**src/design/psfl_pkg.sv**
```systemverilog
package psfl_pkg;

  // Default geometry of the store
  localparam int MAX_PAGES_DEF = 64;
  localparam int MAX_SLOTS_DEF = 64;

  // Field widths fixed by the interface
  localparam int SPP_W    = 7;
  localparam int PAGE_W   = 6;
  localparam int SLOT_W   = 6;
  localparam int STATUS_W = 3;

  localparam logic [SPP_W-1:0] SPP_RESET = 7'd16;

  // Request opcodes
  localparam logic OP_ALLOC = 1'b0;
  localparam logic OP_FREE  = 1'b1;

  // Result status codes
  localparam logic [STATUS_W-1:0] ST_OK         = 3'd0;
  localparam logic [STATUS_W-1:0] ST_PAGE_RANGE = 3'd1;
  localparam logic [STATUS_W-1:0] ST_SLOT_RANGE = 3'd2;
  localparam logic [STATUS_W-1:0] ST_SLOT_EMPTY = 3'd3;
  localparam logic [STATUS_W-1:0] ST_FULL       = 3'd4;

  typedef struct packed {
    logic              op;
    logic [PAGE_W-1:0] page_index;
    logic [SLOT_W-1:0] slot_index;
  } req_t;

  typedef struct packed {
    logic [STATUS_W-1:0] status;
    logic [PAGE_W-1:0]   granted_page;
    logic [SLOT_W-1:0]   granted_slot;
  } rsp_t;

  // Controller to datapath
  typedef struct packed {
    logic load;       // latch request, issue first reads
    logic make;       // chain one slot of a new page
    logic rd_page;    // read page list heads of the latched page
    logic eval;       // decide free / first allocate step
    logic pop;        // finish allocate pop
    logic full_emit;  // answer store full at once
  } ctrl_t;

  // Datapath to controller
  typedef struct packed {
    logic req_free;
    logic op_free;
    logic head_valid;
    logic store_full;
    logic make_last;
    logic slot_bad;
  } stat_t;

endpackage

```
**src/design/psfl_ctrl.sv**
```systemverilog
module psfl_ctrl (
  input  logic              clk,
  input  logic              rst,
  input  logic              start,
  input  psfl_pkg::stat_t   stat,
  output psfl_pkg::ctrl_t   cmd,
  output logic              busy
);

  localparam logic [2:0] S_IDLE = 3'd0;
  localparam logic [2:0] S_MAKE = 3'd1;
  localparam logic [2:0] S_RDPG = 3'd2;
  localparam logic [2:0] S_EVAL = 3'd3;
  localparam logic [2:0] S_POP  = 3'd4;

  logic [2:0] state;
  logic [2:0] state_next;

  always_ff @(posedge clk) begin
    if (rst) begin
      state <= S_IDLE;
    end else begin
      state <= state_next;
    end
  end

  always_comb begin
    cmd        = '0;
    state_next = state;
    case (state)
      S_IDLE: begin
        if (start) begin
          cmd.load = 1'b1;
          if (stat.req_free || stat.head_valid) begin
            state_next = S_EVAL;
          end else if (stat.store_full) begin
            cmd.full_emit = 1'b1;
          end else begin
            state_next = S_MAKE;
          end
        end
      end
      S_MAKE: begin
        cmd.make = 1'b1;
        if (stat.make_last) begin
          state_next = S_RDPG;
        end
      end
      S_RDPG: begin
        cmd.rd_page = 1'b1;
        state_next  = S_EVAL;
      end
      S_EVAL: begin
        cmd.eval = 1'b1;
        if (!stat.op_free && !stat.slot_bad) begin
          state_next = S_POP;
        end else begin
          state_next = S_IDLE;
        end
      end
      S_POP: begin
        cmd.pop    = 1'b1;
        state_next = S_IDLE;
      end
      default: begin
        state_next = S_IDLE;
      end
    endcase
  end

  assign busy = (state != S_IDLE);

endmodule

```
**config.mk**
```make
export PLATFORM = sky130hd
export DESIGN_NAME = psfl_ctrl
export DESIGN_NICKNAME = d
export VERILOG_FILES = /design/src/design/psfl_pkg.sv /design/src/design/psfl_ctrl.sv
export SDC_FILE = /design/constraint.sdc
export NUM_CORES = 1
export LEC_CHECK = 0
export ABC_AREA = 1
export BUFFER_PORTS_ARGS = -buffer_cell sky130_fd_sc_hd__buf_2
export CAP_MARGIN = 20
export CORE_AREA = 3 3 40 42
export DETAILED_ROUTE_END_ITERATION = 8
export DIE_AREA = 0 0 43 45
export HOLD_SLACK_MARGIN = 0.12
export PLACE_DENSITY = 0.43
export SLEW_MARGIN = 20
export SYNTH_ARGS = -nofsm -noshare
export SYNTH_HDL_FRONTEND = slang
export SYNTH_SLANG_ARGS = --single-unit
```
**constraint.sdc**
```tcl
create_clock -name clk -period 3 [get_ports clk]
set_clock_uncertainty 0.2 [all_clocks]
set_input_delay 0.3 -clock clk [delete_from_list [all_inputs] [get_ports clk]]
set_output_delay 0.3 -clock clk [all_outputs]
set_load 0.01 [all_outputs]
```
==> out/summary.md, run 1 <==
### Final layout
- 0 — final antenna diode count
- 158 — number of filler cells placed in the layout
- state (3) — Top Registers
- 0.278 — post-layout utilization of the core
- 3 — flip-flop count of the largest register after layout
- state — most flop-heavy register
- 69 — number of nets in the layout
- 0.441 — fraction of final layout cells with drive strength greater than 1
- 64.7% — Layout area overhead
- 357 um^2 — Final Cell Area

### Floorplanning
- 45 um — Die Span Y
- 1280 um^2 — core box area
- 43 um — Horiz. Die Dim
- 1940 um^2 — area of the die
- 13 — number of rows created at floorplan
- 16 — # IOs
- 0.168 — Initial Util

### Synth
- 0 — yosys warns
- sky130_fd_sc_hd__dfxtp_1 (28%), sky130_fd_sc_hd__nand2_1 (16%), sky130_fd_sc_hd__nor2_1 (14%), sky130_fd_sc_hd__inv_1 (12%), sky130_fd_sc_hd__nand2_2 (5.8%) — largest cells by area after synthesis
- sky130_fd_sc_hd__dfxtp_1 — Yosys top cell by area
- 38 — Gate Count Post-Synth
- 0.277 — area fraction of the dominant cell type after synthesis
- 3 — number of synthesized register bits
- 5.70 um^2 — mean area per synthesized cell
- 47 — synthesized netlist net count
- 216 um^2 — Netlist Area Pre-Place
- 0.277 — share of the yosys chip area belonging to registers
- 12 — distinct cell type count of the synthesized netlist

### Timing
- 0 ps — Total Negative Setup Slacks
- 139 ps — final hold slack
- 0 — Slew Viols, Final
- 564 MHz — peak clock frequency supported by timing
- 0 — final setup violation count
- 0.591 — crit share post-route
- 0.866 — worst slew margin relative to its limit
- 1770 ps — Tmin final
- 0 — Fin. Hold Viols
- false — setup repair after global routing missed its margin
- 199 ps — slew at the pin closest to its max-slew limit

### Global route
- 5 — pin count of the biggest net entering global routing
- 0.0666 — Total Routing Usage GR
- 897 um — wire length of the first global-routing pass
- 0 — initial antenna violation count
- 253 — vias in the first global route
- 0 — grt ovf

### Power and ir drop
- 0.329 — switching share of total power
- 0.118 mW — Internal Dissipation
- 0.282 — register share of total power
- 0.175 mW — Power, Total
- 492 nW/um^2 — Power Dens Cells
- 0.399 — clock network fraction of design power
- 0.0577 mW — Net Switching
- 0.147 mV — worst supply voltage drop on vdd
- 0.225 nW — static leakage
- 0.319 — share of power burned in combinational logic

### Route
- 0 — DRT antenna net count
- 7.26 um — Avg WL per Cell
- 3.73 — vias per inst
- 537 um — aggregate routed wire length
- 1 — Initial DRT Pass Iterations
- 0 — DRC violations left
- 276 — overall via count from detail_route
- 0 — Iteration-0 DRC Markers

### CTS
- 0 — Post-CTS Setup Repair Bufs
- sky130_fd_sc_hd__clkbuf_4 — buffer type at the clock tree root
- 230 ps — clock latency of the later-clocked register in the worst-skew pair
- 2 — maximum count of clock buffers along a single path
- 40 ps — Reg clk slew, reported paths
- 1 — level count of the clock H-tree
- done — TritonCTS clock tree
- 0 — cells resized by post-CTS repair
- 2 — number of hold buffers added after cts
- 3 — Num CTS Buffers
- 3 — clock sink total

### Worst setup path
- 1750 ps — CP Data Arrival Time
- in2reg — Setup Crit Path Kind
- primary input — startpoint class of the critical path
- 2970 ps — worst path required time
- 1 — maximum fanout along the worst path
- 3 — reg2reg path depth
- flip-flop — Worst Setup End Kind
- 1490 ps — worst reg2reg setup slack

### Status
- completed — run status

### Flow run
- 0 — number of max-cap violations

### Placed design
- 0.684 — weighted congestion at the end of routability-driven global placement
- 310 um^2 — Area after DPL
- 459 um — hpwl dp
- 15 — port bufs

### Hold path
- in2reg — path category of the worst min-delay check
- 4 — Hold Path Cell Cnt

==> metal layers <==
| metal | vias up | part of all wire | track usage |
|---|---|---|---|
| li1 | 154 | - | - |
| met1 | 111 | 0.43 | 0.0673 |
| met2 | 11 | 0.46 | 0.0988 |
| met3 | 0 | 0.10 | 0.0159 |
| met4 | 0 | 0 | 0.0904 |
| met5 | - | 0 | 0 |
==> Yosys cell counts <==
cell type	count
sky130_fd_sc_hd__nor2_1	8
sky130_fd_sc_hd__nand2_1	9
sky130_fd_sc_hd__nand2_2	2
sky130_fd_sc_hd__inv_2	3
sky130_fd_sc_hd__nor3_2	1
sky130_fd_sc_hd__dfxtp_1	3
sky130_fd_sc_hd__nor3_1	1
sky130_fd_sc_hd__nor4_1	1
sky130_fd_sc_hd__inv_1	7
sky130_fd_sc_hd__nand3_1	1
sky130_fd_sc_hd__nand3_2	1
sky130_fd_sc_hd__nor2_2	1
==> power by group through the flow <==
stage	clock (mW)	sequential, mW	combinational (mW)
after global routing	0.0785	0.0506	0.0642
after detailed placement	0	0.0503	0.0565
final	0.0699	0.0495	0.0560
after global placement	0	0.0505	0.0565
after CTS	0.0745	0.0497	0.0578
after floorplan	0	0.0492	0.0365
==> worst paths after layout <==
kind | startpoint | end
min reg2reg | state[2]$_SDFFE_PP0P_ | state[1]$_SDFFE_PP0P_
max | stat[0] | state[2]$_SDFFE_PP0P_
max reg2reg | state[1]$_SDFFE_PP0P_ | state[2]$_SDFFE_PP0P_
min | rst | state[0]$_SDFFE_PP0P_
==> worst max-delay path, cell delays in order <==
cell,delay [ps]
sky130_fd_sc_hd__dlygate4sd3_1,530
sky130_fd_sc_hd__buf_2,120
sky130_fd_sc_hd__nor4_1,230
sky130_fd_sc_hd__dlygate4sd3_1,570
==> through the flow <==
stage | cells | setup WS [ps]
floorplan | 38 | 1700
global placement | 68 | 1620
detailed placement | 68 | 1570
CTS | 74 | 1240
global route | 74 | 1210
finish | 74 | 1230
==> layout by cell type, fill, tap and decap left out <==
cell type | netlist | layout
sky130_fd_sc_hd__nor2_2 | 1 | 1
sky130_fd_sc_hd__nor3_1 | 1 | 1
sky130_fd_sc_hd__nor2_1 | 8 | 8
sky130_fd_sc_hd__inv_1 | 7 | 7
sky130_fd_sc_hd__nand3_2 | 1 | 1
sky130_fd_sc_hd__nand3_1 | 1 | 1
sky130_fd_sc_hd__nand2_1 | 9 | 9
sky130_fd_sc_hd__clkbuf_1 | 0 | 1
sky130_fd_sc_hd__inv_2 | 3 | 3
sky130_fd_sc_hd__nor4_1 | 1 | 1
sky130_fd_sc_hd__nand2_2 | 2 | 2
sky130_fd_sc_hd__dfxtp_1 | 3 | 3
sky130_fd_sc_hd__dlygate4sd3_1 | 0 | 2
sky130_fd_sc_hd__nor3_2 | 1 | 1
sky130_fd_sc_hd__clkbuf_4 | 0 | 3
sky130_fd_sc_hd__buf_2 | 0 | 15
==> final cells by class <==
cell class / count / area, um^2 / area share
inverter: 10 / 37.5 / 0.105
sequential: 3 / 60.1 / 0.168
tap: 15 / 18.8 / 0.0526
timing repair buffer: 17 / 95.1 / 0.267
multi-input combinational: 25 / 119 / 0.333
clock buffer: 4 / 26.3 / 0.0737
==> logic make-up (layout without fill, tap and decap cells) <==
group                  after synthesis  after routing  share of synthesized area
buffers and inverters               10             31                      0.173
DFF                                  3              3                      0.277
and+or+nand+nor                     25             25                      0.549
(Power assumes the default switching activity.)
==> run 2, diff against run 1 <==
PLACE_DENSITY = 0.44   (was 0.43)
clock period = 1.4 ns   (was 3 ns; I/O delays follow)
==> run 2 against run 1 <==
Net effect: combinational power grew to 3.1 times the previous value; first-iteration DRC count up 1; final cell count up 9.5%; largest power group is now combinational cells.
==> out/summary.md, run 2 (synthesis results as in run 1) <==
### Timing
- 0 — Slew Viols, Final
- true — setup repair after global routing missed its margin
- 1360 ps — Tmin final
- 0.972 — crit share post-route
- 0 — final setup violation count
- 0 — Fin. Hold Viols
- 198 ps — slew at the pin closest to its max-slew limit
- 158 ps — final hold slack
- 0.867 — worst slew margin relative to its limit
- 735 MHz — peak clock frequency supported by timing

### Hold path
- in2reg — path category of the worst min-delay check

### Route
- 1 — Iteration-0 DRC Markers
- 3.83 — vias per inst
- 310 — overall via count from detail_route
- 2 — Initial DRT Pass Iterations
- 7.73 um — Avg WL per Cell
- 0 — DRC violations left
- 0 — DRT antenna net count
- 626 um — aggregate routed wire length

### Worst setup path
- output port — Worst Setup End Kind
- 3 — maximum fanout along the worst path
- 1060 ps — worst path required time
- flip-flop — startpoint class of the critical path
- reg2out — Setup Crit Path Kind
- 1020 ps — CP Data Arrival Time

### Final layout
- 152 — number of filler cells placed in the layout
- state — most flop-heavy register
- 114% — Layout area overhead
- 63.8 um^2 — sequential standard cell area
- 0 — final antenna diode count
- sky130_fd_sc_hd__buf_2 — commonest non-fill, non-tap cell in the layout
- sky130_fd_sc_hd__buf_2 (15), sky130_fd_sc_hd__nand2_1 (8), sky130_fd_sc_hd__nor2_1 (6), sky130_fd_sc_hd__dlygate4sd3_1 (6) — commonest non-fill, non-tap cells in the layout
- 81 — number of cells in the finished layout apart from fillers
- 76 — number of nets in the layout
- 159 um^2 — area of the multi-input gates
- 3 — flip-flop count of the largest register after layout
- 0.576 — fraction of final layout cells with drive strength greater than 1
- state (3) — Top Registers

### Global route
- 0.0740 — Total Routing Usage GR
- 1.01 mm — wire length of the first global-routing pass
- 5 — pin count of the biggest net entering global routing
- 0 — initial antenna violation count
- 289 — vias in the first global route
- 0 — grt ovf

### Floorplanning
- 1280 um^2 — core box area
- 0.168 — Initial Util
- 45 um — Die Span Y
- 13 — number of rows created at floorplan
- 43 um — Horiz. Die Dim
- 1940 um^2 — area of the die
- 16 — # IOs

### CTS
- 1 — level count of the clock H-tree
- 2 — maximum count of clock buffers along a single path
- sky130_fd_sc_hd__clkbuf_4 — buffer type at the clock tree root
- 3 — Num CTS Buffers
- 30 ps — Reg clk slew, reported paths
- done — TritonCTS clock tree
- 3 — clock sink total
- 230 ps — clock latency of the later-clocked register in the worst-skew pair

### Placed design
- 456 um — hpwl dp
- 68 — number of cells in the design after placement
- 15 — port bufs
- 0.654 — weighted congestion at the end of routability-driven global placement

### Flow run
- 0 — number of max-cap violations

### Power and ir drop
- 0.145 mW — Net Switching
- 0.342 — clock network fraction of design power
- 0.259 nW — static leakage
- 0.285 mW — Internal Dissipation
- 931 nW/um^2 — Power Dens Cells
- 0.406 — share of power burned in combinational logic
- 0.337 — switching share of total power
- 0.364 mV — worst supply voltage drop on vdd
- 0.252 — register share of total power

### Status
- completed — run status

run 2: what timing repair did:
item / 4_1_cts / 5_1_grt
hold buffers: 6 / 0
pin swaps: 2 / 1
buffers inserted: 3 / 0
endpoints found under the hold margin: 3 / 0
resized for setup: 4 / 10
setup endpoints to repair: 2 / 6
run 2: worst paths after layout:
path | startpoint | end | slack (ps) | cells past startpoint
setup / recovery | state[2]$_SDFFE_PP0P_ | cmd[2] | 40 | 5
hold / removal | stat[5] | state[1]$_SDFFE_PP0P_ | 160 | 7
setup reg to reg | state[2]$_SDFFE_PP0P_ | state[1]$_SDFFE_PP0P_ | 260 | 8
hold reg to reg | state[2]$_SDFFE_PP0P_ | state[1]$_SDFFE_PP0P_ | 290 | 3
run 2: area by class of cell:
cell class	count	area share
multi-input combinational	25	0.343
clock buffer	4	0.0568
timing repair buffer	24	0.341
sequential	3	0.138
inverter	10	0.0811
tap	15	0.0405
run 2: power by group through the flow:
stage | Combinational [mW] | Sequential, mW | Clock [mW]
global route | 0.195 | 0.110 | 0.158
CTS | 0.151 | 0.106 | 0.158
global placement | 0.120 | 0.108 | 0
floorplan | 0.0782 | 0.105 | 0
finish | 0.175 | 0.109 | 0.147
detailed placement | 0.121 | 0.108 | 0
run 2: worst max-delay path, cell delays in order (launching register included):
cell and delay [ps]:
sky130_fd_sc_hd__dfxtp_2 310, sky130_fd_sc_hd__inv_2 70, sky130_fd_sc_hd__buf_4 130, sky130_fd_sc_hd__nand3_1 100, sky130_fd_sc_hd__inv_1 60, sky130_fd_sc_hd__buf_2 120
run 2: stage by stage:
| step | worst slack (ps) | util | power [mW] | area [um^2] | TNS (ps) |
|---|---|---|---|---|---|
| 6_report | 39.8 | 0.360 | 0.431 | 463 | 0 |
| 5_1_grt | -41.5 | 0.360 | 0.462 | 463 | -108 |
| 4_1_cts | -10.4 | 0.328 | 0.414 | 422 | -10.4 |
| 3_5_place_dp | 205 | 0.241 | 0.228 | 310 | 0 |
| 3_3_place_gp | 213 | 0.241 | 0.228 | 310 | 0 |
| 2_1_floorplan | 261 | - | 0.184 | 216 | 0 |
run 2: layer usage:
metal  routed length, um  global-route usage
met2                 298               0.108
met1                 270              0.0841
met4                   0              0.0904
met3                  57              0.0120
met5                   0                   0
